File: src/fslu_pkg.sv
// ----------------------------------------------------------------------------
// fslu_pkg
// Shared types and constants of the feature statistics lifecycle unit.
// ----------------------------------------------------------------------------
`default_nettype none

package fslu_pkg;

  localparam int unsigned CntW     = 32;
  localparam int unsigned DeltaW   = 40;
  localparam int unsigned DaysW    = 16;
  localparam int unsigned CoefW    = 16;
  localparam int unsigned DecayW   = 17;
  localparam int unsigned CmdW     = 3;
  localparam int unsigned ModeW    = 3;
  localparam int unsigned CfgIdxW  = 3;
  localparam int unsigned CfgDataW = 32;
  localparam int unsigned ProdW    = CntW + DecayW;
  localparam int unsigned Latency  = 5;

  localparam logic [CmdW-1:0] CMD_UPDATE     = 3'd0;
  localparam logic [CmdW-1:0] CMD_SHRINK     = 3'd1;
  localparam logic [CmdW-1:0] CMD_SAVE_CHECK = 3'd2;
  localparam logic [CmdW-1:0] CMD_CACHE_CHK  = 3'd3;
  localparam logic [CmdW-1:0] CMD_AFTER_SAVE = 3'd4;

  localparam logic [ModeW-1:0] MODE_DELTA       = 3'd1;
  localparam logic [ModeW-1:0] MODE_DELTA_CLEAR = 3'd2;
  localparam logic [ModeW-1:0] MODE_AGE         = 3'd3;

  localparam logic [CfgIdxW-1:0] REG_NONCLICK_COEFF    = 3'd0;
  localparam logic [CfgIdxW-1:0] REG_CLICK_WEIGHT      = 3'd1;
  localparam logic [CfgIdxW-1:0] REG_DECAY_RATE        = 3'd2;
  localparam logic [CfgIdxW-1:0] REG_DROP_FLOOR        = 3'd3;
  localparam logic [CfgIdxW-1:0] REG_DELETE_AFTER_DAYS = 3'd4;
  localparam logic [CfgIdxW-1:0] REG_SAVE_FLOOR        = 3'd5;
  localparam logic [CfgIdxW-1:0] REG_DELTA_FLOOR       = 3'd6;
  localparam logic [CfgIdxW-1:0] REG_KEEP_DAYS         = 3'd7;

  localparam logic signed [DeltaW-1:0] DELTA_MAX = {1'b0, {(DeltaW-1){1'b1}}};
  localparam logic signed [DeltaW-1:0] DELTA_MIN = {1'b1, {(DeltaW-1){1'b0}}};
  localparam logic [DaysW-1:0]         DAYS_MAX  = '1;
  localparam logic [CntW-1:0]          CNT_MAX   = '1;

  typedef struct packed {
    logic [CoefW-1:0]  nonclick_coeff;
    logic [CoefW-1:0]  click_weight;
    logic [DecayW-1:0] decay_rate;
    logic [CntW-1:0]   drop_floor;
    logic [DaysW-1:0]  delete_after_days;
    logic [CntW-1:0]   save_floor;
    logic [CntW-1:0]   delta_floor;
    logic [DaysW-1:0]  keep_days;
  } cfg_t;

  typedef struct packed {
    logic [CmdW-1:0]          cmd;
    logic [ModeW-1:0]         mode;
    logic [CntW-1:0]          show;
    logic [CntW-1:0]          click;
    logic signed [DeltaW-1:0] delta;
    logic [DaysW-1:0]         unseen;
    logic [CntW-1:0]          slot;
    logic                     last;
    logic                     cache_hit;
  } side_t;

endpackage

`default_nettype wire

File: src/fslu_score.sv
// ----------------------------------------------------------------------------
// fslu_score
// Stages 3-4: weighted score products, floor shift by 8, saturation.
// ----------------------------------------------------------------------------
`default_nettype none

module fslu_score (
  input  wire logic                            clk_i,
  input  wire logic                            rst_ni,
  input  wire fslu_pkg::cfg_t                  cfg_i,
  input  wire logic                            valid_i,
  input  wire fslu_pkg::side_t                 side_i,
  input  wire logic [fslu_pkg::CntW-1:0]       op_a_i,
  input  wire logic [fslu_pkg::CntW-1:0]       op_b_i,
  output logic                                 valid_o,
  output fslu_pkg::side_t                      side_o,
  output logic signed [fslu_pkg::DeltaW-1:0]   score_o
);

  localparam int unsigned CntW   = fslu_pkg::CntW;
  localparam int unsigned CoefW  = fslu_pkg::CoefW;
  localparam int unsigned DeltaW = fslu_pkg::DeltaW;
  localparam int unsigned NcW    = CntW + 1 + CoefW + 1;
  localparam int unsigned CcW    = CntW + CoefW;
  localparam int unsigned SumW   = NcW + 1;
  localparam int unsigned ShW    = SumW - 8;

  logic signed [CntW:0]     diff;
  logic signed [NcW-1:0]    prod_nc_d, prod_nc_q;
  logic [CcW-1:0]           prod_cc_d, prod_cc_q;
  fslu_pkg::side_t          side3_q, side4_q;
  logic                     valid3_q, valid4_q;
  logic signed [SumW-1:0]   sum;
  logic signed [ShW-1:0]    shifted;
  logic signed [DeltaW-1:0] score_d, score_q;

  always_comb begin
    diff      = $signed({1'b0, op_a_i}) - $signed({1'b0, op_b_i});
    prod_nc_d = NcW'(diff) * NcW'($signed({1'b0, cfg_i.nonclick_coeff}));
    prod_cc_d = CcW'(op_b_i) * CcW'(cfg_i.click_weight);
  end

  always_comb begin
    sum     = $signed({prod_nc_q[NcW-1], prod_nc_q}) + $signed({{(SumW-CcW){1'b0}}, prod_cc_q});
    shifted = sum[SumW-1:8];
    if (shifted[ShW-1:DeltaW-1] == '0 || shifted[ShW-1:DeltaW-1] == '1) begin
      score_d = shifted[DeltaW-1:0];
    end else if (shifted[ShW-1]) begin
      score_d = fslu_pkg::DELTA_MIN;
    end else begin
      score_d = fslu_pkg::DELTA_MAX;
    end
  end

  always_ff @(posedge clk_i or negedge rst_ni) begin
    if (!rst_ni) begin
      valid3_q <= 1'b0;
      valid4_q <= 1'b0;
    end else begin
      valid3_q <= valid_i;
      valid4_q <= valid3_q;
    end
  end

  always_ff @(posedge clk_i) begin
    prod_nc_q <= prod_nc_d;
    prod_cc_q <= prod_cc_d;
    side3_q   <= side_i;
    side4_q   <= side3_q;
    score_q   <= score_d;
  end

  assign valid_o = valid4_q;
  assign side_o  = side4_q;
  assign score_o = score_q;

endmodule

`default_nettype wire

File: config.mk
export PLATFORM = sky130hd
export DESIGN_NAME = fslu_score
export DESIGN_NICKNAME = d
export VERILOG_FILES = /design/src/fslu_pkg.sv /design/src/fslu_score.sv
export SDC_FILE = /design/constraint.sdc
export NUM_CORES = 2
export LEC_CHECK = 0
export BUFFER_PORTS_ARGS = -buffer_cell sky130_fd_sc_hd__clkbuf_2
export CAP_MARGIN = 20
export CORE_ASPECT_RATIO = 1.4
export CORE_MARGIN = 2
export CORE_UTILIZATION = 35
export CTS_CLUSTER_DIAMETER = 30
export DETAILED_ROUTE_END_ITERATION = 10
export GPL_ROUTABILITY_DRIVEN = 1
export PLACE_DENSITY = 0.52
export SYNTH_ARGS = -nofsm -noshare
export SYNTH_HDL_FRONTEND = slang
export SYNTH_SLANG_ARGS = --single-unit
File: constraint.sdc
create_clock -name clk_i -period 2.8 [get_ports clk_i]
set_input_delay 0 -clock clk_i [delete_from_list [all_inputs] [get_ports clk_i]]
set_output_delay 0 -clock clk_i [all_outputs]
set_load 0.005 [all_outputs]
==> summary.md <==
| Metric | Value |
|---|---|
| Clock sink total | 460 |
| Hold Path Origin | side_i[54] |
| Highest clock rate | around 140 MHz |
| Worst r2r path cells | 16 |
| H-Tree Level Count | 3 |
| CP Max Fanout | 6 |
| Vias in the first global route | 43,550 |
| Worst slack at placement | -5.752 ns |
| Max Cap Viol | 0 |
| Setup slack, reg-to-reg | -0.59 ns |
| CTS tree | yes |
| Nets | a little over 8,000 |
| FF/Latch Area | slightly above 0.009 sq mm |
| Total wire length | 151,800 microns |
| Period utilization | 264.1% |
| Post-route setup slack | -4.594 ns |
| CP max stage cell | fa_1 |
| Critical path class | in -> reg |
| Worst Hold Slack | a little over 0.04 ns |
| WL/cell | roughly 18 microns |
| Unrepaired setup endpoints after global routing | yes |
| CTS Buf Count | 68 |
| R2r endpoint | score_o[24] |
| First-pass DRT Iterations | 5 |
| Initial antenna violation count | 12 |
| Starting DRT DRC Count | approximately 1,700 |
| Die Span Y | between 400 and 500 microns |
| I/O pins | ~610 |
| Max clock buf depth | 3 |
| #FFs+latches synth | 460 |
| Detailed Place HPWL | 122,700 microns |
| Core area | 0.1353 sq mm |
| Placer Congestion | slightly below 0.9 |
| First-pass GRT wire length | 236,500 microns |
| Vias per cell | 4.636 |
| Data required, critical path | approximately 3.4 ns |
| Slew Limit Headroom | 64.87% |
| Fraction of layout cells with a size suffix above 1 | 30.67% |
| Gate Count Post-Synth | 5,006 |
| Fill count | 12,350 |
| Post-synthesis sequential area ratio | 19.40% |
| Post-synth EDFFs | 0 |
| Worst hold-check path type | in -> reg |
| Slew Limit Fails | 0 |
| Worst hold endpoint | side3_q[54] |
| Clock latency on the worst-skew pair | 0.65 ns |
| Hold path cells | 2 |
| Max incr delay on CP | around 0.57 ns |
| CP bufs+invs | 9 |
| Gr usage total | 22.04% |
| Syn_nets | around 6,700 |
| Critical Path Source Type | input port |
| Async SR Flop Fraction | less than 1% |
| Die Area | roughly 0.14 sq mm |
| Top cell by count, worst path | fa_1 |
| Synthesized area per cell | 9.493 sq um |
| Root buffer cell | clkbuf_16 |
| Main flop type after synthesis | dfxtp_1 |
| Pin count of the biggest net entering global routing | 30 |
| Initial Utilization | 35.12% |
| Worst clock skew | approximately 0.027 ns |
| Number of routed nets with antenna violations | 0 |
| Critical Path AT | around 8.0 ns |
| Port Buffers | 459 |
| Hold Vio Cnt, Final | 0 |
| Final setup violation count | 126 |
| Slew @ Worst Pin | 0.5253 ns |
| Critical path endpoint category | register |
| Library cells used by synthesis | 76 |
| Yosys warnings | 0 |
| RR Startpoint | prod_nc_q[2] |
| Row Count | 160 |
| Post-synthesis instance area | 0.04752 sq mm |
| Delay-heaviest family, CP | adder cells |
| Failing checks | setup timing |
| DR vias | roughly 40,000 |
| Area of the multi-input gates | 0.03645 sq mm |
| DR DRC count | 0 |
| Remaining Overflow, GRT | 0 |
| Synth-to-layout area growth | 44.24% |
| Die extent in x | 315.4 microns |
| Fin crit period | 7.394 ns |
| Clock slew at reported path FFs | 0.06 ns |
| Final Util | 50.65% |
| Status | finished, violations left |
## registers in the layout (all words and copies together) (netlist names)
signal and count:
valid3_q 1, prod_nc_q 50, score_o 40, prod_cc_q 48, side3_q 160, side_o 160, valid_o 1
## Yosys cell counts, drive strengths merged, types with 14 or more instances
cell type     n  area (sq um)
nor2         76         285.3
inv        1034          3881
nand2       798          2995
nand4        18         112.6
xnor2       106         928.4
dfxtp       458          9169
clkbuf      192         721.9
nor3         18         95.09
and3         14         87.58
fa          922         18460
nor2b        42         262.8
a21oi       174         900.9
xor2         55         481.7
o21bai       23         172.7
nand3        35         175.2
buf          19         110.1
nand2b       28         175.2
a21o         97         728.2
and2        322          2017
o21ai       117         593.1
a31oi        20         131.4
ha          318          3979
## through the flow
step                area, sq um  std cells  TNS [ns]
floorplan                 49330       5006   -243.22
global placement          58740       7817   -355.78
detailed placement        58740       7817   -357.38
CTS                       67210       8361   -258.43
global route              68540       8411   -283.33
finish                    68550       8413   -264.02
## routing by layer
metal  routed length, microns  track usage (%)  up-vias
met5                      120                0        -
met4                     4898            7.338       16
met3                     7980            3.534      275
met2                    80260            41.39     1051
met1                    58520            25.12    19520
li1                         -                -    18150
## worst max-delay path by stage
stage / startpoint / slack, ns / end / cells past startpoint
final: op_a_i[1] / -4.59 / prod_nc_q[48] / 38
after detailed placement: op_a_i[0] / -5.75 / prod_nc_q[49] / 39
after global routing: op_a_i[1] / -4.84 / prod_nc_q[48] / 38
after CTS: op_a_i[0] / -4.55 / prod_nc_q[49] / 38
after floorplan: op_a_i[0] / -4.81 / prod_nc_q[49] / 36
after global placement: op_a_i[0] / -5.68 / prod_nc_q[49] / 37
## area by class of cell
type	instances	area share [%]
multi-input cells	3301	53.18
repair buffers	1709	20.84
flip-flops and latches	460	13.45
inverters	1034	5.680
well taps	1782	3.253
clock buffers	80	2.652
clock inverters	45	0.9382
diodes	2	0.007301
## cells in the final DEF (no fill, tap or decap), types with 22 or more instances in the layout
| cell | instances |
|---|---|
| buf_12 | 77 |
| clkbuf_2 | 425 |
| xnor2_1 | 83 |
| o21ai_0 | 49 |
| nand2_2 | 30 |
| xor2_1 | 46 |
| a21oi_1 | 97 |
| o21ai_1 | 44 |
| and2_4 | 29 |
| clkbuf_16 | 77 |
| nand2b_1 | 27 |
| nor2b_1 | 38 |
| a21o_1 | 96 |
| buf_6 | 103 |
| ha_1 | 246 |
| ha_4 | 65 |
| and2_1 | 293 |
| nor2_1 | 60 |
| nand2_1 | 753 |
| fa_2 | 61 |
| inv_1 | 967 |
| a21oi_4 | 22 |
| buf_4 | 746 |
| inv_2 | 64 |
| fa_1 | 861 |
| a21oi_2 | 55 |
| dlygate4sd3_1 | 315 |
| dfxtp_1 | 458 |
## logic make-up after synthesis
logic type      after synthesis  share of synthesized area [%]
flops                       460                          19.40
xor+xnor                    161                          2.967
buf+inv                    1245                          9.918
simple gates               1385                          13.61
mux                           1                        0.02106
fa+ha+maj                  1240                          47.21
compound gates              514                          6.869
## timing repair
action | in CTS | in global routing
setup endpoints to repair | 127 | 128
resized for setup | 414 | 253
cloned | 8 | 2
endpoints found under the hold margin | 167 | 0
pin swaps | 210 | 183
setup buffers | 102 | 54
hold buffers | 315 | 0
Power is left out: the tool's default activity adds up to more than one toggle a clock period on the data nets, which glitch-free logic cannot reach.
