**src/fslu_pkg.sv**
```systemverilog
// ----------------------------------------------------------------------------
// fslu_pkg
// Shared types and constants of the feature statistics lifecycle unit.
// ----------------------------------------------------------------------------
`default_nettype none

package fslu_pkg;

  localparam int unsigned CntW     = 32;
  localparam int unsigned DeltaW   = 40;
  localparam int unsigned DaysW    = 16;
  localparam int unsigned CoefW    = 16;
  localparam int unsigned DecayW   = 17;
  localparam int unsigned CmdW     = 3;
  localparam int unsigned ModeW    = 3;
  localparam int unsigned CfgIdxW  = 3;
  localparam int unsigned CfgDataW = 32;
  localparam int unsigned ProdW    = CntW + DecayW;
  localparam int unsigned Latency  = 5;

  localparam logic [CmdW-1:0] CMD_UPDATE     = 3'd0;
  localparam logic [CmdW-1:0] CMD_SHRINK     = 3'd1;
  localparam logic [CmdW-1:0] CMD_SAVE_CHECK = 3'd2;
  localparam logic [CmdW-1:0] CMD_CACHE_CHK  = 3'd3;
  localparam logic [CmdW-1:0] CMD_AFTER_SAVE = 3'd4;

  localparam logic [ModeW-1:0] MODE_DELTA       = 3'd1;
  localparam logic [ModeW-1:0] MODE_DELTA_CLEAR = 3'd2;
  localparam logic [ModeW-1:0] MODE_AGE         = 3'd3;

  localparam logic [CfgIdxW-1:0] REG_NONCLICK_COEFF    = 3'd0;
  localparam logic [CfgIdxW-1:0] REG_CLICK_WEIGHT      = 3'd1;
  localparam logic [CfgIdxW-1:0] REG_DECAY_RATE        = 3'd2;
  localparam logic [CfgIdxW-1:0] REG_DROP_FLOOR        = 3'd3;
  localparam logic [CfgIdxW-1:0] REG_DELETE_AFTER_DAYS = 3'd4;
  localparam logic [CfgIdxW-1:0] REG_SAVE_FLOOR        = 3'd5;
  localparam logic [CfgIdxW-1:0] REG_DELTA_FLOOR       = 3'd6;
  localparam logic [CfgIdxW-1:0] REG_KEEP_DAYS         = 3'd7;

  localparam logic signed [DeltaW-1:0] DELTA_MAX = {1'b0, {(DeltaW-1){1'b1}}};
  localparam logic signed [DeltaW-1:0] DELTA_MIN = {1'b1, {(DeltaW-1){1'b0}}};
  localparam logic [DaysW-1:0]         DAYS_MAX  = '1;
  localparam logic [CntW-1:0]          CNT_MAX   = '1;

  typedef struct packed {
    logic [CoefW-1:0]  nonclick_coeff;
    logic [CoefW-1:0]  click_weight;
    logic [DecayW-1:0] decay_rate;
    logic [CntW-1:0]   drop_floor;
    logic [DaysW-1:0]  delete_after_days;
    logic [CntW-1:0]   save_floor;
    logic [CntW-1:0]   delta_floor;
    logic [DaysW-1:0]  keep_days;
  } cfg_t;

  typedef struct packed {
    logic [CmdW-1:0]          cmd;
    logic [ModeW-1:0]         mode;
    logic [CntW-1:0]          show;
    logic [CntW-1:0]          click;
    logic signed [DeltaW-1:0] delta;
    logic [DaysW-1:0]         unseen;
    logic [CntW-1:0]          slot;
    logic                     last;
    logic                     cache_hit;
  } side_t;

endpackage

`default_nettype wire

```
**src/fslu_decay.sv**
```systemverilog
// ----------------------------------------------------------------------------
// fslu_decay
// Stages 1-2: update sums, decay products and selection of score operands.
// ----------------------------------------------------------------------------
`default_nettype none

module fslu_decay (
  input  wire logic                            clk_i,
  input  wire logic                            rst_ni,
  input  wire fslu_pkg::cfg_t                  cfg_i,
  input  wire logic                            valid_i,
  input  wire logic [fslu_pkg::CmdW-1:0]       command_i,
  input  wire logic [fslu_pkg::ModeW-1:0]      save_mode_i,
  input  wire logic [fslu_pkg::CntW-1:0]       show_i,
  input  wire logic [fslu_pkg::CntW-1:0]       click_i,
  input  wire logic signed [fslu_pkg::DeltaW-1:0] delta_score_i,
  input  wire logic [fslu_pkg::DaysW-1:0]      unseen_days_i,
  input  wire logic [fslu_pkg::CntW-1:0]       slot_i,
  input  wire logic [fslu_pkg::CntW-1:0]       show_inc_i,
  input  wire logic [fslu_pkg::CntW-1:0]       click_inc_i,
  input  wire logic [fslu_pkg::CntW-1:0]       push_slot_i,
  input  wire logic [fslu_pkg::CntW-1:0]       cache_threshold_i,
  input  wire logic                            batch_last_i,
  output logic                                 valid_o,
  output fslu_pkg::side_t                      side_o,
  output logic [fslu_pkg::CntW-1:0]            op_a_o,
  output logic [fslu_pkg::CntW-1:0]            op_b_o
);

  localparam int unsigned CntW  = fslu_pkg::CntW;
  localparam int unsigned ProdW = fslu_pkg::ProdW;

  logic                 is_upd;
  logic [CntW:0]        sum_show, sum_click;
  fslu_pkg::side_t      side1_d, side1_q;
  logic [CntW-1:0]      op_a1_d, op_a1_q, op_b1_d, op_b1_q;
  logic [ProdW-1:0]     prod_show_d, prod_show_q, prod_click_d, prod_click_q;
  logic                 valid1_q, valid2_q;
  logic [CntW-1:0]      dec_show, dec_click;
  fslu_pkg::side_t      side2_d, side2_q;
  logic [CntW-1:0]      op_a2_d, op_a2_q, op_b2_d, op_b2_q;

  // stage 1
  always_comb begin
    is_upd    = (command_i == fslu_pkg::CMD_UPDATE);
    sum_show  = {1'b0, show_i} + {1'b0, show_inc_i};
    sum_click = {1'b0, click_i} + {1'b0, click_inc_i};

    side1_d.cmd       = command_i;
    side1_d.mode      = save_mode_i;
    side1_d.delta     = delta_score_i;
    side1_d.unseen    = unseen_days_i;
    side1_d.last      = batch_last_i;
    side1_d.cache_hit = (show_i > cache_threshold_i);
    if (is_upd) begin
      side1_d.show  = sum_show[CntW]  ? fslu_pkg::CNT_MAX : sum_show[CntW-1:0];
      side1_d.click = sum_click[CntW] ? fslu_pkg::CNT_MAX : sum_click[CntW-1:0];
      side1_d.slot  = push_slot_i;
      op_a1_d       = show_inc_i;
      op_b1_d       = click_inc_i;
    end else begin
      side1_d.show  = show_i;
      side1_d.click = click_i;
      side1_d.slot  = slot_i;
      op_a1_d       = show_i;
      op_b1_d       = click_i;
    end
    prod_show_d  = ProdW'(show_i)  * ProdW'(cfg_i.decay_rate);
    prod_click_d = ProdW'(click_i) * ProdW'(cfg_i.decay_rate);
  end

  // stage 2: shift by 16, saturate to 32 bits
  always_comb begin
    dec_show  = prod_show_q[ProdW-1]  ? fslu_pkg::CNT_MAX : prod_show_q[ProdW-2:16];
    dec_click = prod_click_q[ProdW-1] ? fslu_pkg::CNT_MAX : prod_click_q[ProdW-2:16];
    side2_d   = side1_q;
    op_a2_d   = op_a1_q;
    op_b2_d   = op_b1_q;
    if (side1_q.cmd == fslu_pkg::CMD_SHRINK) begin
      side2_d.show  = dec_show;
      side2_d.click = dec_click;
      op_a2_d       = dec_show;
      op_b2_d       = dec_click;
    end
  end

  always_ff @(posedge clk_i or negedge rst_ni) begin
    if (!rst_ni) begin
      valid1_q <= 1'b0;
      valid2_q <= 1'b0;
    end else begin
      valid1_q <= valid_i;
      valid2_q <= valid1_q;
    end
  end

  always_ff @(posedge clk_i) begin
    side1_q      <= side1_d;
    op_a1_q      <= op_a1_d;
    op_b1_q      <= op_b1_d;
    prod_show_q  <= prod_show_d;
    prod_click_q <= prod_click_d;
    side2_q      <= side2_d;
    op_a2_q      <= op_a2_d;
    op_b2_q      <= op_b2_d;
  end

  assign valid_o = valid2_q;
  assign side_o  = side2_q;
  assign op_a_o  = op_a2_q;
  assign op_b_o  = op_b2_q;

endmodule

`default_nettype wire

```
**config.mk**
```make
export PLATFORM = sky130hd
export DESIGN_NAME = fslu_decay
export DESIGN_NICKNAME = d
export VERILOG_FILES = /design/src/fslu_pkg.sv /design/src/fslu_decay.sv
export SDC_FILE = /design/constraint.sdc
export NUM_CORES = 2
export LEC_CHECK = 0
export BUFFER_PORTS_ARGS = -buffer_cell sky130_fd_sc_hd__buf_2
export CAP_MARGIN = 10
export CORE_AREA = 2 2 379 231
export CTS_CLUSTER_SIZE = 20
export DETAILED_ROUTE_END_ITERATION = 12
export DIE_AREA = 0 0 381 233
export PLACE_DENSITY = 0.94
export SETUP_SLACK_MARGIN = 0.05
export SLEW_MARGIN = 25
export SYNTH_ARGS = -nofsm -noshare
export SYNTH_HDL_FRONTEND = slang
export SYNTH_SLANG_ARGS = --single-unit
```
**constraint.sdc**
```tcl
create_clock -name clk_i -period 1.9 [get_ports clk_i]
set_input_delay 0.475 -clock clk_i [delete_from_list [all_inputs] [get_ports clk_i]]
set_output_delay 0.475 -clock clk_i [all_outputs]
set_load 0.005 [all_outputs]
```
==> results by group, run 1 <==
Status
  • Run status: stopped before the end
  • Stage reached: global routing (5_1_grt)
  • Error that halted the flow: [ERROR GRT-0116] Global routing finished with congestion. Check the congestion regions in the DRC Viewer.

Clock network
  • H-tree Lvls: 2
  • Cell chosen for the clock root: sky130_fd_sc_hd__clkbuf_16
  • Number of buffers added by the clock tree synthesis step: 46
  • Largest buffer count on any clock path: 3
  • # clock sinks: 516

Synth
  • Unique cell type count in the Yosys netlist: 68
  • Fraction of registers with async set/reset: 0.388%
  • Top cell type's share of synthesized area: 35.3%
  • Largest cells by area after synthesis: sky130_fd_sc_hd__fa_1 35%, sky130_fd_sc_hd__dfxtp_1 20%, sky130_fd_sc_hd__ha_1 8.3%
  • Most used flip-flop cell after synthesis: sky130_fd_sc_hd__dfxtp_1
  • Dominant cell by count in the synthesized netlist: sky130_fd_sc_hd__inv_1
  • Sequential-to-total area share from yosys stat: 20.4%
  • Count of mapped cells out of synthesis: 5585
  • Mapped Avg Cell Area: 9.09 µm²
  • Ranking of synthesized cells by instance count: 1088 x sky130_fd_sc_hd__inv_1, 1076 x sky130_fd_sc_hd__nand2_1, 896 x sky130_fd_sc_hd__fa_1
  • Yosys warning total: 0
  • Syn Std Cell Area: 50800 µm²
  • Number of register bits inferred by synthesis: 516
  • Leading area contributor after synthesis: sky130_fd_sc_hd__fa_1
  • Count of flip-flops with a built-in enable after synthesis: 0
  • Mapped Nets: 7286

Floorplan
  • Vertical die dimension: 233 µm
  • Number of placement rows: 83
  • Io pins: 692
  • Die width: 381 µm
  • Starting Density: 59.8%

Placement
  • HPWL reported at the end of detailed placement: 152000 µm
  • Quantity of I/O buffers inserted on ports: 531
  • Final estimated routing congestion in global placement: 1.02
  • Placed inst area: 60300 µm²

Global routing
  • Largest net degree at the start of global routing: 65
  • Via count of the first global-routing pass: 66310
  • Global-route wire length before repair: 471000 µm
  • Total routing resource utilization after global routing: 73.2%
  • Gr ovfl total: 295
## routing by layer
metal | track usage, % | overflow
met2 | 82.0 | 132
met1 | 71.6 | 26
met4 | 68.7 | 103
met3 | 69.2 | 30
met5 | 56.8 | 4
## kinds of logic after synthesis
family                   Yosys count  share of synthesized area [%]
AO/OA/AOI/OAI                    588                           7.99
XOR/XNOR                         121                           2.09
adder cells (fa/ha/maj)         1234                           43.7
buffers and inverters           1399                           10.4
flip-flops                       516                           20.4
AND/OR/NAND/NOR                 1727                           15.5
## metrics by stage
stage,instances,setup TNS (ps),setup WS (ps)
detailed placement,7668,-426190,-5220
global placement,7668,-394270,-4840
floorplan,5585,-292450,-4170
CTS,7862,-311080,-4240
## repair_timing
item,CTS
gates resized for setup,304
endpoints found under the hold margin,59
cloned,7
hold buffers,58
pin swaps,180
buffers inserted,51
endpoints found under the setup margin,131
==> run 2, diff against run 1 <==
CORE_AREA = 2 2 360 362   (was 2 2 379 231)
CTS_CLUSTER_SIZE = not set   (was 20)
DIE_AREA = 0 0 362 364   (was 0 0 381 233)
PLACE_DENSITY = not set   (was 0.94)
PLACE_DENSITY_LB_ADDON = 0.15   (was not set)
SETUP_SLACK_MARGIN = not set   (was 0.05)
==> results by group, run 2 <==
Synth
  • Mapped Avg Cell Area: 9.09 µm²
  • Mapped Nets: 7286
  • Syn Std Cell Area: 50800 µm²
  • Ranking of synthesized cells by instance count: 1088 x sky130_fd_sc_hd__inv_1, 1076 x sky130_fd_sc_hd__nand2_1, 896 x sky130_fd_sc_hd__fa_1
  • Sequential-to-total area share from yosys stat: 20.4%
  • Leading area contributor after synthesis: sky130_fd_sc_hd__fa_1
  • Most used flip-flop cell after synthesis: sky130_fd_sc_hd__dfxtp_1
  • Dominant cell by count in the synthesized netlist: sky130_fd_sc_hd__inv_1
  • Count of mapped cells out of synthesis: 5585
  • Unique cell type count in the Yosys netlist: 68
  • Yosys warning total: 0
  • Top cell type's share of synthesized area: 35.3%
  • Count of flip-flops with a built-in enable after synthesis: 0
  • Number of register bits inferred by synthesis: 516
  • Largest cells by area after synthesis: sky130_fd_sc_hd__fa_1 35%, sky130_fd_sc_hd__dfxtp_1 20%, sky130_fd_sc_hd__ha_1 8.3%
  • Fraction of registers with async set/reset: 0.388%

STA
  • Worst setup slack after layout: -3960 ps
  • Number of failing setup endpoints in the final timing report: 131
  • Endpoints failing hold: 0
  • Setup repair after global routing missed its margin: yes
  • Worst Clk Skew: 47.6 ps
  • Maximum frequency from static timing analysis: 171 MHz
  • Remaining max-slew budget at the tightest pin: 55.2%
  • Transition at the pin with the smallest max-transition slack: 666 ps
  • Final period utilization: 309%
  • Count of final max-slew check failures: 0
  • Post-layout minimum cycle time: 5860 ps

Finish
  • Most frequent standard cell in the layout excluding fill and tap cells: sky130_fd_sc_hd__nand2_1
  • Final Core Density: 53.2%
  • Layout overhead on the synthesized area: 34.5%
  • Nets@finish: 8562
  • Fraction of final layout cells sized beyond drive strength 1: 27.3%
  • Commonest non-fill, non-tap cells in the layout: 1060 x sky130_fd_sc_hd__nand2_1, 1040 x sky130_fd_sc_hd__inv_1, 841 x sky130_fd_sc_hd__fa_1
  • Finished Layout Cells: 8591
  • Cell area after layout: 68300 µm²

Global routing
  • Total routing resource utilization after global routing: 24.2%
  • Global-route wire length before repair: 249000 µm
  • Gr ovfl total: 0
  • Initial antenna violation count: 15
  • Largest net degree at the start of global routing: 65
  • Via count of the first global-routing pass: 44222

Floorplan
  • Die area: 132000 µm²
  • Io pins: 692
  • Number of placement rows: 132
  • Starting Density: 39.6%
  • Core Region: 128000 µm²
  • Die width: 362 µm
  • Vertical die dimension: 364 µm

Clock network
  • Largest buffer count on any clock path: 3
  • CTS tree: yes
  • H-tree Lvls: 2
  • Cell chosen for the clock root: sky130_fd_sc_hd__clkbuf_16
  • Clock-pin slew on the worst setup and hold paths: 70 ps
  • Number of buffers added by the clock tree synthesis step: 57
  • Worst skew pair latency: 670 ps
  • # clock sinks: 516

Critical path
  • Worst Path Required: 2460 ps
  • Max FO, Critical Path: 8
  • Type of element capturing the critical path: flip-flop
  • Worst EP arrival: 6420 ps
  • Critical path type: in2reg
  • Element type at the critical path start: input port

Drt
  • Detailed-routing iteration count for the pre-antenna-repair pass: 7
  • Routed via count divided by cell count: 4.79
  • WL per Instance: 18.7 µm
  • Final routed wirelength across all metal layers: 161000 µm
  • Initial detailed-routing violation count: 2042
  • Routed Antenna Nets: 0
  • Routed via count: 41130
  • DRC violations left: 0

Placement
  • Number of placed instances with taps included: 8216
  • Placed inst area: 61300 µm²
  • HPWL reported at the end of detailed placement: 127000 µm
  • Final estimated routing congestion in global placement: 0.913
  • Quantity of I/O buffers inserted on ports: 531

Hold path
  • Worst hold path type: in2reg

Status
  • Run status: finished with violations
  • Violations in the final reports: negative setup slack

Flow run
  • Count of max-cap constraint violations: 0
==> run 2: cell counts after synthesis <==
Identical to the previous run, type by type.
==> run 2: final cells by class <==
class                   instances  area (µm²)
diodes                          8        20.0
clock inverters                27         360
well taps                    1675        2100
multi-input cells            3670       37300
flip-flops and latches        516       10300
repair buffers               1528       12400
fillers                     11784       60100
inverters                    1088        4100
clock buffers                  79        1650
==> run 2: per-stage QoR <==
stage / hold slack (ps) / TNS, ps / setup slack (ps)
finish: 31.7 / -282830 / -3960
global route: 26.2 / -298310 / -4180
CTS: 1.23 / -279280 / -3900
detailed placement: 262 / -410140 / -5170
global placement: 259 / -407050 / -5140
floorplan: 179 / -292450 / -4170
==> run 2: cell families after synthesis <==
logic type | Yosys count | synth area share (%)
AO/OA/AOI/OAI | 588 | 7.99
AND/OR/NAND/NOR | 1727 | 15.5
XOR/XNOR | 121 | 2.09
flip-flops | 516 | 20.4
adder cells (fa/ha/maj) | 1234 | 43.7
buffers and inverters | 1399 | 10.4
==> run 2: critical path, cell delays in order <==
cell,delay [ps]
sky130_fd_sc_hd__buf_12,120
sky130_fd_sc_hd__buf_12,140
sky130_fd_sc_hd__buf_8,120
sky130_fd_sc_hd__and2_4,130
sky130_fd_sc_hd__fa_1,550
sky130_fd_sc_hd__inv_2,50
sky130_fd_sc_hd__fa_2,560
sky130_fd_sc_hd__fa_1,460
sky130_fd_sc_hd__inv_2,80
sky130_fd_sc_hd__fa_2,430
sky130_fd_sc_hd__fa_1,510
sky130_fd_sc_hd__inv_1,50
sky130_fd_sc_hd__fa_1,510
sky130_fd_sc_hd__inv_2,50
sky130_fd_sc_hd__ha_4,290
sky130_fd_sc_hd__nand2_4,60
sky130_fd_sc_hd__a211o_1,340
sky130_fd_sc_hd__buf_6,140
sky130_fd_sc_hd__a21oi_4,170
sky130_fd_sc_hd__o21ai_4,130
sky130_fd_sc_hd__a21o_4,260
sky130_fd_sc_hd__or3_4,350
sky130_fd_sc_hd__a31oi_4,170
sky130_fd_sc_hd__buf_6,120
sky130_fd_sc_hd__xor2_1,120
==> run 2: timing repair <==
item	in CTS	in global routing
cloned	10	8
hold buffers	140	0
buffers inserted	58	60
pin swaps	155	181
gates resized for setup	285	284
endpoints found under the setup margin	131	131
hold endpoints to repair	116	0
==> run 2: routing by layer <==
metal | share of wire [%] | global-route usage [%]
met3 | 5.5 | 3.33
met1 | 43 | 31.7
met2 | 48 | 41.6
met5 | 0.019 | 0
met4 | 3.1 | 7.00
==> run 2: path summary, 6_finish.rpt <==
path,depth (start not counted),to,startpoint,slack [ps]
worst min register to register,0,side_o[74]$_DFF_P_,side1_q[74]$_DFF_P_,290
worst max register to register,5,side_o[126]$_DFF_P_,side1_q[158]$_DFF_P_,470
worst max-delay path,25,prod_show_q[47]$_DFF_P_,cfg_i[135],-3960
worst min-delay path,3,side1_q[33]$_DFF_P_,slot_i[31],30
max in group asynchronous,2,valid_o$_DFF_PN0_,rst_ni,1690
min in group asynchronous,2,valid1_q$_DFF_PN0_,rst_ni,120
Power of run 2 is not shown: default switching activity piles up to over one toggle a cycle in this logic, so the estimate is an artifact.
