**src/fslu_pkg.sv**
```systemverilog
// ----------------------------------------------------------------------------
// fslu_pkg
// Shared types and constants of the feature statistics lifecycle unit.
// ----------------------------------------------------------------------------
`default_nettype none

package fslu_pkg;

  localparam int unsigned CntW     = 32;
  localparam int unsigned DeltaW   = 40;
  localparam int unsigned DaysW    = 16;
  localparam int unsigned CoefW    = 16;
  localparam int unsigned DecayW   = 17;
  localparam int unsigned CmdW     = 3;
  localparam int unsigned ModeW    = 3;
  localparam int unsigned CfgIdxW  = 3;
  localparam int unsigned CfgDataW = 32;
  localparam int unsigned ProdW    = CntW + DecayW;
  localparam int unsigned Latency  = 5;

  localparam logic [CmdW-1:0] CMD_UPDATE     = 3'd0;
  localparam logic [CmdW-1:0] CMD_SHRINK     = 3'd1;
  localparam logic [CmdW-1:0] CMD_SAVE_CHECK = 3'd2;
  localparam logic [CmdW-1:0] CMD_CACHE_CHK  = 3'd3;
  localparam logic [CmdW-1:0] CMD_AFTER_SAVE = 3'd4;

  localparam logic [ModeW-1:0] MODE_DELTA       = 3'd1;
  localparam logic [ModeW-1:0] MODE_DELTA_CLEAR = 3'd2;
  localparam logic [ModeW-1:0] MODE_AGE         = 3'd3;

  localparam logic [CfgIdxW-1:0] REG_NONCLICK_COEFF    = 3'd0;
  localparam logic [CfgIdxW-1:0] REG_CLICK_WEIGHT      = 3'd1;
  localparam logic [CfgIdxW-1:0] REG_DECAY_RATE        = 3'd2;
  localparam logic [CfgIdxW-1:0] REG_DROP_FLOOR        = 3'd3;
  localparam logic [CfgIdxW-1:0] REG_DELETE_AFTER_DAYS = 3'd4;
  localparam logic [CfgIdxW-1:0] REG_SAVE_FLOOR        = 3'd5;
  localparam logic [CfgIdxW-1:0] REG_DELTA_FLOOR       = 3'd6;
  localparam logic [CfgIdxW-1:0] REG_KEEP_DAYS         = 3'd7;

  localparam logic signed [DeltaW-1:0] DELTA_MAX = {1'b0, {(DeltaW-1){1'b1}}};
  localparam logic signed [DeltaW-1:0] DELTA_MIN = {1'b1, {(DeltaW-1){1'b0}}};
  localparam logic [DaysW-1:0]         DAYS_MAX  = '1;
  localparam logic [CntW-1:0]          CNT_MAX   = '1;

  typedef struct packed {
    logic [CoefW-1:0]  nonclick_coeff;
    logic [CoefW-1:0]  click_weight;
    logic [DecayW-1:0] decay_rate;
    logic [CntW-1:0]   drop_floor;
    logic [DaysW-1:0]  delete_after_days;
    logic [CntW-1:0]   save_floor;
    logic [CntW-1:0]   delta_floor;
    logic [DaysW-1:0]  keep_days;
  } cfg_t;

  typedef struct packed {
    logic [CmdW-1:0]          cmd;
    logic [ModeW-1:0]         mode;
    logic [CntW-1:0]          show;
    logic [CntW-1:0]          click;
    logic signed [DeltaW-1:0] delta;
    logic [DaysW-1:0]         unseen;
    logic [CntW-1:0]          slot;
    logic                     last;
    logic                     cache_hit;
  } side_t;

endpackage

`default_nettype wire

```
**src/fslu_decide.sv**
```systemverilog
// ----------------------------------------------------------------------------
// fslu_decide
// Stage 5: threshold compares, delta update and the result register.
// ----------------------------------------------------------------------------
`default_nettype none

module fslu_decide (
  input  wire logic                            clk_i,
  input  wire logic                            rst_ni,
  input  wire fslu_pkg::cfg_t                  cfg_i,
  input  wire logic                            valid_i,
  input  wire fslu_pkg::side_t                 side_i,
  input  wire logic signed [fslu_pkg::DeltaW-1:0] score_i,
  output logic                                 done_o,
  output logic [fslu_pkg::CntW-1:0]            new_show_o,
  output logic [fslu_pkg::CntW-1:0]            new_click_o,
  output logic signed [fslu_pkg::DeltaW-1:0]   new_delta_score_o,
  output logic [fslu_pkg::DaysW-1:0]           new_unseen_days_o,
  output logic [fslu_pkg::CntW-1:0]            new_slot_o,
  output logic                                 decision_o,
  output logic                                 result_last_o
);

  localparam int unsigned CntW   = fslu_pkg::CntW;
  localparam int unsigned DeltaW = fslu_pkg::DeltaW;
  localparam int unsigned DaysW  = fslu_pkg::DaysW;
  localparam int unsigned PadW   = DeltaW + 1 - CntW;

  logic signed [DeltaW:0]   score_x, delta_x, dsum;
  logic [CntW-1:0]          dthr;
  logic                     ge_base, ge_delta, le_keep, ok;
  logic signed [DeltaW-1:0] delta_d, delta_q, dsum_sat;
  logic [DaysW-1:0]         unseen_d, unseen_q;
  logic [CntW-1:0]          slot_d, slot_q, show_q, click_q;
  logic                     dec_d, dec_q, done_q, last_q;

  always_comb begin
    score_x  = {score_i[DeltaW-1], score_i};
    delta_x  = {side_i.delta[DeltaW-1], side_i.delta};
    dthr     = (side_i.mode == fslu_pkg::MODE_DELTA_CLEAR) ? '0 : cfg_i.delta_floor;
    ge_base  = score_x >= $signed({{PadW{1'b0}}, cfg_i.save_floor});
    ge_delta = delta_x >= $signed({{PadW{1'b0}}, dthr});
    le_keep  = side_i.unseen <= cfg_i.keep_days;
    ok       = ge_base && ge_delta && le_keep;
    dsum     = delta_x + score_x;
    if (dsum[DeltaW] == dsum[DeltaW-1]) begin
      dsum_sat = dsum[DeltaW-1:0];
    end else if (dsum[DeltaW]) begin
      dsum_sat = fslu_pkg::DELTA_MIN;
    end else begin
      dsum_sat = fslu_pkg::DELTA_MAX;
    end

    delta_d  = side_i.delta;
    unseen_d = side_i.unseen;
    slot_d   = side_i.slot;
    dec_d    = 1'b0;
    unique case (side_i.cmd)
      fslu_pkg::CMD_UPDATE: begin
        delta_d  = dsum_sat;
        unseen_d = '0;
      end
      fslu_pkg::CMD_SHRINK: begin
        dec_d = (score_x < $signed({{PadW{1'b0}}, cfg_i.drop_floor})) ||
                (side_i.unseen > cfg_i.delete_after_days);
      end
      fslu_pkg::CMD_SAVE_CHECK: begin
        if (side_i.mode inside {fslu_pkg::MODE_DELTA, fslu_pkg::MODE_DELTA_CLEAR}) begin
          dec_d = ok;
          if (ok && side_i.mode == fslu_pkg::MODE_DELTA_CLEAR) begin
            delta_d = '0;
          end
        end else begin
          dec_d = 1'b1;
        end
      end
      fslu_pkg::CMD_CACHE_CHK: begin
        dec_d = ge_base && le_keep && side_i.cache_hit;
      end
      fslu_pkg::CMD_AFTER_SAVE: begin
        if (side_i.mode == fslu_pkg::MODE_DELTA) begin
          if (ok) begin
            delta_d = '0;
          end
        end else if (side_i.mode == fslu_pkg::MODE_AGE) begin
          if (side_i.unseen != fslu_pkg::DAYS_MAX) begin
            unseen_d = side_i.unseen + DaysW'(1);
          end
        end
      end
      default: begin
      end
    endcase
  end

  always_ff @(posedge clk_i or negedge rst_ni) begin
    if (!rst_ni) begin
      done_q <= 1'b0;
    end else begin
      done_q <= valid_i;
    end
  end

  always_ff @(posedge clk_i) begin
    show_q   <= side_i.show;
    click_q  <= side_i.click;
    delta_q  <= delta_d;
    unseen_q <= unseen_d;
    slot_q   <= slot_d;
    dec_q    <= dec_d;
    last_q   <= side_i.last;
  end

  assign done_o            = done_q;
  assign new_show_o        = show_q;
  assign new_click_o       = click_q;
  assign new_delta_score_o = delta_q;
  assign new_unseen_days_o = unseen_q;
  assign new_slot_o        = slot_q;
  assign decision_o        = dec_q;
  assign result_last_o     = last_q;

endmodule

`default_nettype wire

```
**config.mk**
```make
export PLATFORM = sky130hd
export DESIGN_NAME = fslu_decide
export DESIGN_NICKNAME = d
export VERILOG_FILES = /design/src/fslu_pkg.sv /design/src/fslu_decide.sv
export SDC_FILE = /design/constraint.sdc
export NUM_CORES = 1
export LEC_CHECK = 0
export BUFFER_PORTS_ARGS = -buffer_cell sky130_fd_sc_hd__buf_2
export CAP_MARGIN = 5
export CELL_PAD_IN_SITES_DETAIL_PLACEMENT = 0
export CELL_PAD_IN_SITES_GLOBAL_PLACEMENT = 1
export CORE_AREA = 3 3 207 209
export CTS_CLUSTER_SIZE = 40
export DETAILED_ROUTE_END_ITERATION = 16
export DIE_AREA = 0 0 210 212
export GPL_ROUTABILITY_DRIVEN = 0
export GPL_TIMING_DRIVEN = 0
export HOLD_SLACK_MARGIN = 0.03
export PLACE_DENSITY_LB_ADDON = 0.1
export SKIP_CTS_REPAIR_TIMING = 1
export SLEW_MARGIN = 25
export SYNTH_ARGS = -nofsm -noshare
export SYNTH_HDL_FRONTEND = slang
export SYNTH_SLANG_ARGS = --single-unit
```
**constraint.sdc**
```tcl
create_clock -name clk_i -period 1.62 [get_ports clk_i]
set_clock_uncertainty 0.15 [all_clocks]
set_input_delay 0.243 -clock clk_i [delete_from_list [all_inputs] [get_ports clk_i]]
set_output_delay 0.243 -clock clk_i [all_outputs]
set_load 0.01 [all_outputs]
```
==> impl_metrics.json, run 1 <==
{
  "slowest_delay_ns": 0.84,
  "routed_via_density": 4.70,
  "wl_per_cell_um": 19.0,
  "layout_common_cells": "483 x buf_2, 165 x ha_1, 154 x dfxtp_1, 154 x dlygate4sd3_1, 111 x inv_1",
  "antenna_found_initial": 4,
  "fin_nets": 2393,
  "dr.first_iter.drc_count": 519,
  "syn_area_per_cell_sq_um": 8.60,
  "yosys_warnings": 0,
  "max_cap_viol_count": 0,
  "ir_worst_vdd_v": 0.000463,
  "p_leak_nw": 8.01,
  "hold_violations": 0,
  "start_kind": "input port",
  "ys_async_sr_fraction_pct": 0.645,
  "synth-edff-count": 0,
  "dpl.cell_count": 2186,
  "clk_path_buf_depth": 2,
  "p_per_area_nw_per_um2": 751,
  "synth_seq_area_share_pct": 30.9,
  "ant_nets": 0,
  "violations": "setup timing",
  "first_pass_iters": 5,
  "relSlewSlack_pct": 31.1,
  "drive_above_1_share_pct": 34.3,
  "vias": 11200,
  "grt_pass1_wl_um": 62900,
  "hold_class": "in2reg",
  "finalWorstSetupSlack_ns": -1.69,
  "grt_overflow": 0,
  "die_y_um": 212,
  "synth-seq-cells": 155,
  "root_buffer": "clkbuf_16",
  "syn2layout_area_growth_pct": 59.3,
  "cp_slowest_cell": "o21ai_0",
  "coreArea_sq_um": 41000,
  "wirelength_um": 45500,
  "grt_pass1_vias": 10700,
  "synth_nets": 1719,
  "drc_errors": 0,
  "status": "finished with violations",
  "final_common_cell": "buf_2",
  "track_usage_pct": 18.6,
  "fin_crit_sh_pct": 204,
  "critPathMostFrequentCell": "o21ai_0",
  "tightestPinTransition_ns": 1.02,
  "path_clk_slew_ns": 0.07,
  "crit_chain": "buf_2 -> inv_1 -> ha_1 -> nor2b_1 -> o21ai_0 -> a41oi_1 -> o21ai_0 -> a211oi_2 -> nor4b_4 -> o31ai_4 -> buf_6 -> buf_4 -> a32oi_1 -> o21ai_1",
  "crit_buf_inv": 4,
  "dieArea_sq_um": 44500,
  "setup_viol": 47,
  "cts.sinks": 155,
  "critPathMaxFanout": 5,
  "worstSetupPathType": "in2reg",
  "synth_cells": 1170,
  "cts_tree": "built",
  "crit_family": "compound AO/OA/AOI/OAI gates",
  "arrival_ns": 3.47,
  "cts_buffers": 17,
  "post_synth_num_cell_types": 68,
  "port_buffers": 484,
  "slew_violations": 0,
  "num_rows": 74,
  "grt_setup_unrepaired": "yes",
  "n_fill_cell": 4363,
  "max_freq_mhz": 302,
  "final_cells": 2392,
  "hpwl_um": 36700,
  "grt_max_degree": 17,
  "final_util_pct": 39.1,
  "die_x_um": 210,
  "finalPower_mw": 12.0,
  "synth_flop_cell": "dfxtp_1",
  "period_minus_slack_ns": 3.31,
  "end_kind": "flop",
  "critPathRequiredTime_ns": 1.78,
  "start_util_pct": 24.5,
  "ioPinCount": 535,
  "syn_area_sq_um": 10100,
  "cts.htree.levels": 4,
  "detailedPlace.worstSlack_ns": -3.16
}
## state kept, by name, indices dropped and copies added (netlist names)
signal,count
result_last_o,1
new_delta_score_o,40
new_click_o,32
new_unseen_days_o,16
decision_o,1
new_slot_o,32
done_o,1
new_show_o,32
## synthesized netlist by cell type (all sizes together) (14+ instances only)
cell type | instances | area share, %
nand2 | 98 | 3.7
dfxtp | 154 | 31
nor2 | 47 | 1.8
xor2 | 15 | 1.3
inv | 111 | 4.1
a21oi | 82 | 4.1
a32o | 20 | 2.0
o31ai | 16 | 1.2
o21ai | 48 | 2.4
nor3 | 37 | 1.8
xnor2 | 24 | 2.1
a21o | 40 | 3.0
clkbuf | 25 | 0.95
nand3 | 61 | 3.0
ha | 168 | 21
nand4 | 21 | 1.3
a31oi | 14 | 0.87
## cell families (layout without fill, tap and decap cells)
group           count (synthesis)  count (layout)  share of synthesized area [%]
simple gates                  348             348                           17.4
compound gates                307             307                           21.0
fa+ha+maj                     169             169                           21.1
flops                         155             155                           30.9
buf+inv                       148             835                           5.82
xor+xnor                       39              39                           3.40
mux                             4               4                          0.423
other cells                     0               3                              0
## routing by layer
metal	GRT usage (%)	routed length, um	part of all wire [%]	vias up
met5	0	34	0.075	-
met4	4.39	672	1.5	6
met3	4.32	2570	5.6	49
met2	31.3	21600	47	327
met1	24.3	20700	45	5210
li1	-	-	-	5645
## stage by stage
step | setup TNS [ns] | area (sq um) | hold WS, ns
5_1_grt | -69.09 | 16000 | 0.0289
3_5_place_dp | -130.71 | 13300 | -0.131
2_1_floorplan | -70.69 | 10200 | -0.203
6_report | -66.14 | 16000 | 0.0164
3_3_place_gp | -131.16 | 13300 | -0.133
4_1_cts | -104.91 | 13800 | -0.623
## power by group
group / total, mW / internal, mW / switching [mW]
Combinational: 3.99 / 1.82 / 2.18
Clock: 3.91 / 2.06 / 1.84
Sequential: 4.14 / 4.07 / 0.0630
Total: 12.0 / 7.95 / 4.09
## layout make-up
type	instances	area (sq um)	share of cell area, %
Multi-Input combinational cell	867	6760	42.2
Timing Repair Buffer	658	4200	26.2
Sequential cell	155	3110	19.4
Tap cell	532	666	4.15
Clock buffer	18	439	2.74
Inverter	111	417	2.60
Buffer	34	295	1.84
Clock inverter	14	134	0.835
Antenna cell	3	7.51	0.0468
## final timing paths
kind,from,to,slack [ns],cells after the start
max,score_i[0],new_delta_score_o[37],-1.69,14
min,side_i[41],new_unseen_days_o[7],0.02,3
max in group asynchronous,rst_ni,done_o,0.73,3
min in group asynchronous,rst_ni,done_o,0.49,3
Power figures use the tool's default switching activity.
==> run 2: changes to the inputs <==
--- a/config.mk
+++ b/config.mk
@@ -10,13 +10,15 @@
 export CELL_PAD_IN_SITES_DETAIL_PLACEMENT = 0
 export CELL_PAD_IN_SITES_GLOBAL_PLACEMENT = 1
 export CORE_AREA = 3 3 207 209
+export CTS_BUF_LIST = sky130_fd_sc_hd__clkbuf_8
 export CTS_CLUSTER_SIZE = 40
 export DETAILED_ROUTE_END_ITERATION = 16
 export DIE_AREA = 0 0 210 212
 export GPL_ROUTABILITY_DRIVEN = 0
 export GPL_TIMING_DRIVEN = 0
 export HOLD_SLACK_MARGIN = 0.03
-export PLACE_DENSITY_LB_ADDON = 0.1
+export PLACE_DENSITY = 0.68
+export SETUP_SLACK_MARGIN = 0.1
 export SKIP_CTS_REPAIR_TIMING = 1
 export SLEW_MARGIN = 25
 export SYNTH_ARGS = -nofsm -noshare
==> impl_metrics.json, run 2 (synthesis results as in run 1) <==
{
  "p_leak_nw": 7.96,
  "dr.first_iter.drc_count": 474,
  "die_y_um": 212,
  "crit_buf_inv": 6,
  "end_kind": "flop",
  "vias": 11600,
  "cts_buffers": 17,
  "crit_chain": "buf_6 -> or3b_4 -> buf_12 -> buf_12 -> nand2_4 -> ha_4 -> a21o_1 -> a211o_1 -> a211oi_2 -> o31ai_4 -> a211oi_4 -> buf_6 -> nor4b_4 -> o31ai_4 -> buf_12 -> buf_4 -> a32o_2",
  "detailedPlace.worstSlack_ns": -3.21,
  "setup_tns_ns": -65.65,
  "dpl.cell_count": 2186,
  "period_minus_slack_ns": 3.24,
  "drive_above_1_share_pct": 33.5,
  "grt_pass1_wl_um": 62900,
  "ant_nets": 0,
  "critPathMaxFanout": 10,
  "dieArea_sq_um": 44500,
  "slowest_delay_ns": 0.41,
  "grt_setup_unrepaired": "yes",
  "grt_overflow": 0,
  "crit_family": "compound AO/OA/AOI/OAI gates",
  "cp_slowest_cell": "or3b_4",
  "p_sw_share_pct": 35.2,
  "final_cells": 2400,
  "power_switching_mw": 4.01,
  "start_util_pct": 24.5,
  "critPathMostFrequentCell": "buf_12",
  "wl_per_cell_um": 19.4,
  "max_cap_viol_count": 0,
  "start_kind": "input port",
  "power.internal_mw": 7.38,
  "drc_errors": 0,
  "hpwl_um": 36400,
  "arrival_ns": 3.55,
  "cts.sinks": 155,
  "setup_viol": 52,
  "final_common_cell": "buf_2",
  "clk_path_buf_depth": 2,
  "coreArea_sq_um": 41000,
  "layout_common_cells": "482 x buf_2, 166 x ha_1, 162 x dlygate4sd3_1",
  "syn2layout_area_growth_pct": 58.5,
  "ir_worst_vdd_v": 0.000731,
  "grt_pass1_vias": 11000,
  "path_clk_slew_ns": 0.10,
  "cts_tree": "built",
  "slew_violations": 0,
  "cts.htree.levels": 4,
  "hold_start": "side_i[159]",
  "root_buffer": "clkbuf_8",
  "regArea_sq_um": 3110,
  "violations": "setup timing",
  "multi_input_area_sq_um": 6720,
  "max_freq_mhz": 308,
  "critPathLaunch": "side_i[154]",
  "port_buffers": 484,
  "largest_reg_flops": 40,
  "first_pass_iters": 5,
  "worstSetupPathType": "in2reg",
  "die_x_um": 210,
  "tightestPinTransition_ns": 0.904,
  "relSlewSlack_pct": 39.1,
  "wirelength_um": 46600,
  "num_rows": 74,
  "n_fill_cell": 4230,
  "p_clk_share_pct": 28.6,
  "p_per_area_nw_per_um2": 714,
  "track_usage_pct": 18.7,
  "critPathRequiredTime_ns": 1.93,
  "ioPinCount": 535,
  "status": "finished with violations",
  "fin_nets": 2398,
  "fin_crit_sh_pct": 200,
  "finalWorstSetupSlack_ns": -1.62,
  "grt_max_degree": 17,
  "hold_violations": 0,
  "p_comb_share_pct": 35.0,
  "routed_via_density": 4.83,
  "p_seq_share_pct": 36.4,
  "hold_class": "in2reg",
  "antenna_found_initial": 14
}
run 2: stage by stage:
| step | area, sq um | utilization (%) | power, mW | hold WS, ns |
|---|---|---|---|---|
| detailed placement | 13300 | 32.4 | 7.61 | -0.130 |
| floorplan | 10200 | - | 6.17 | -0.203 |
| global placement | 13300 | 32.4 | 7.56 | -0.131 |
| finish | 15900 | 38.9 | 11.4 | 0.0165 |
| CTS | 13700 | 33.4 | 11.0 | -0.753 |
| global route | 15900 | 38.9 | 12.1 | 0.0439 |
run 2: cell type report:
cell class                      count  area share [%]
Antenna cell                        6          0.0942
Sequential cell                   155            19.5
Tap cell                          532            4.18
Timing Repair Buffer              662            26.9
Clock inverter                     14            1.08
Inverter                          111            2.61
Buffer                             35            1.93
Multi-Input combinational cell    867            42.1
Clock buffer                       18            1.55
run 2: final timing paths:
kind,end,slack [ns],cells after the start
worst min-delay path,decision_o,0.02,2
max in group asynchronous,done_o,0.77,3
worst max-delay path,new_delta_score_o[22],-1.62,17
min in group asynchronous,done_o,0.43,3
run 2: power groups by stage:
| stage | registers, mW | logic [mW] | clock network, mW |
|---|---|---|---|
| final | 4.15 | 3.99 | 3.26 |
| after global routing | 4.17 | 4.40 | 3.52 |
| after CTS | 4.15 | 3.40 | 3.43 |
| after floorplan | 4.37 | 1.80 | 0 |
| after detailed placement | 4.23 | 3.38 | 0 |
| after global placement | 4.23 | 3.34 | 0 |
run 2: routing by layer:
metal  vias up  share of wire (%)  track usage, %
met5         -               0.18               0
met4        14                1.7            5.39
met3        66                7.4            5.99
met2       376                 50            32.1
met1      5483                 41            22.5
li1       5641                  -               -
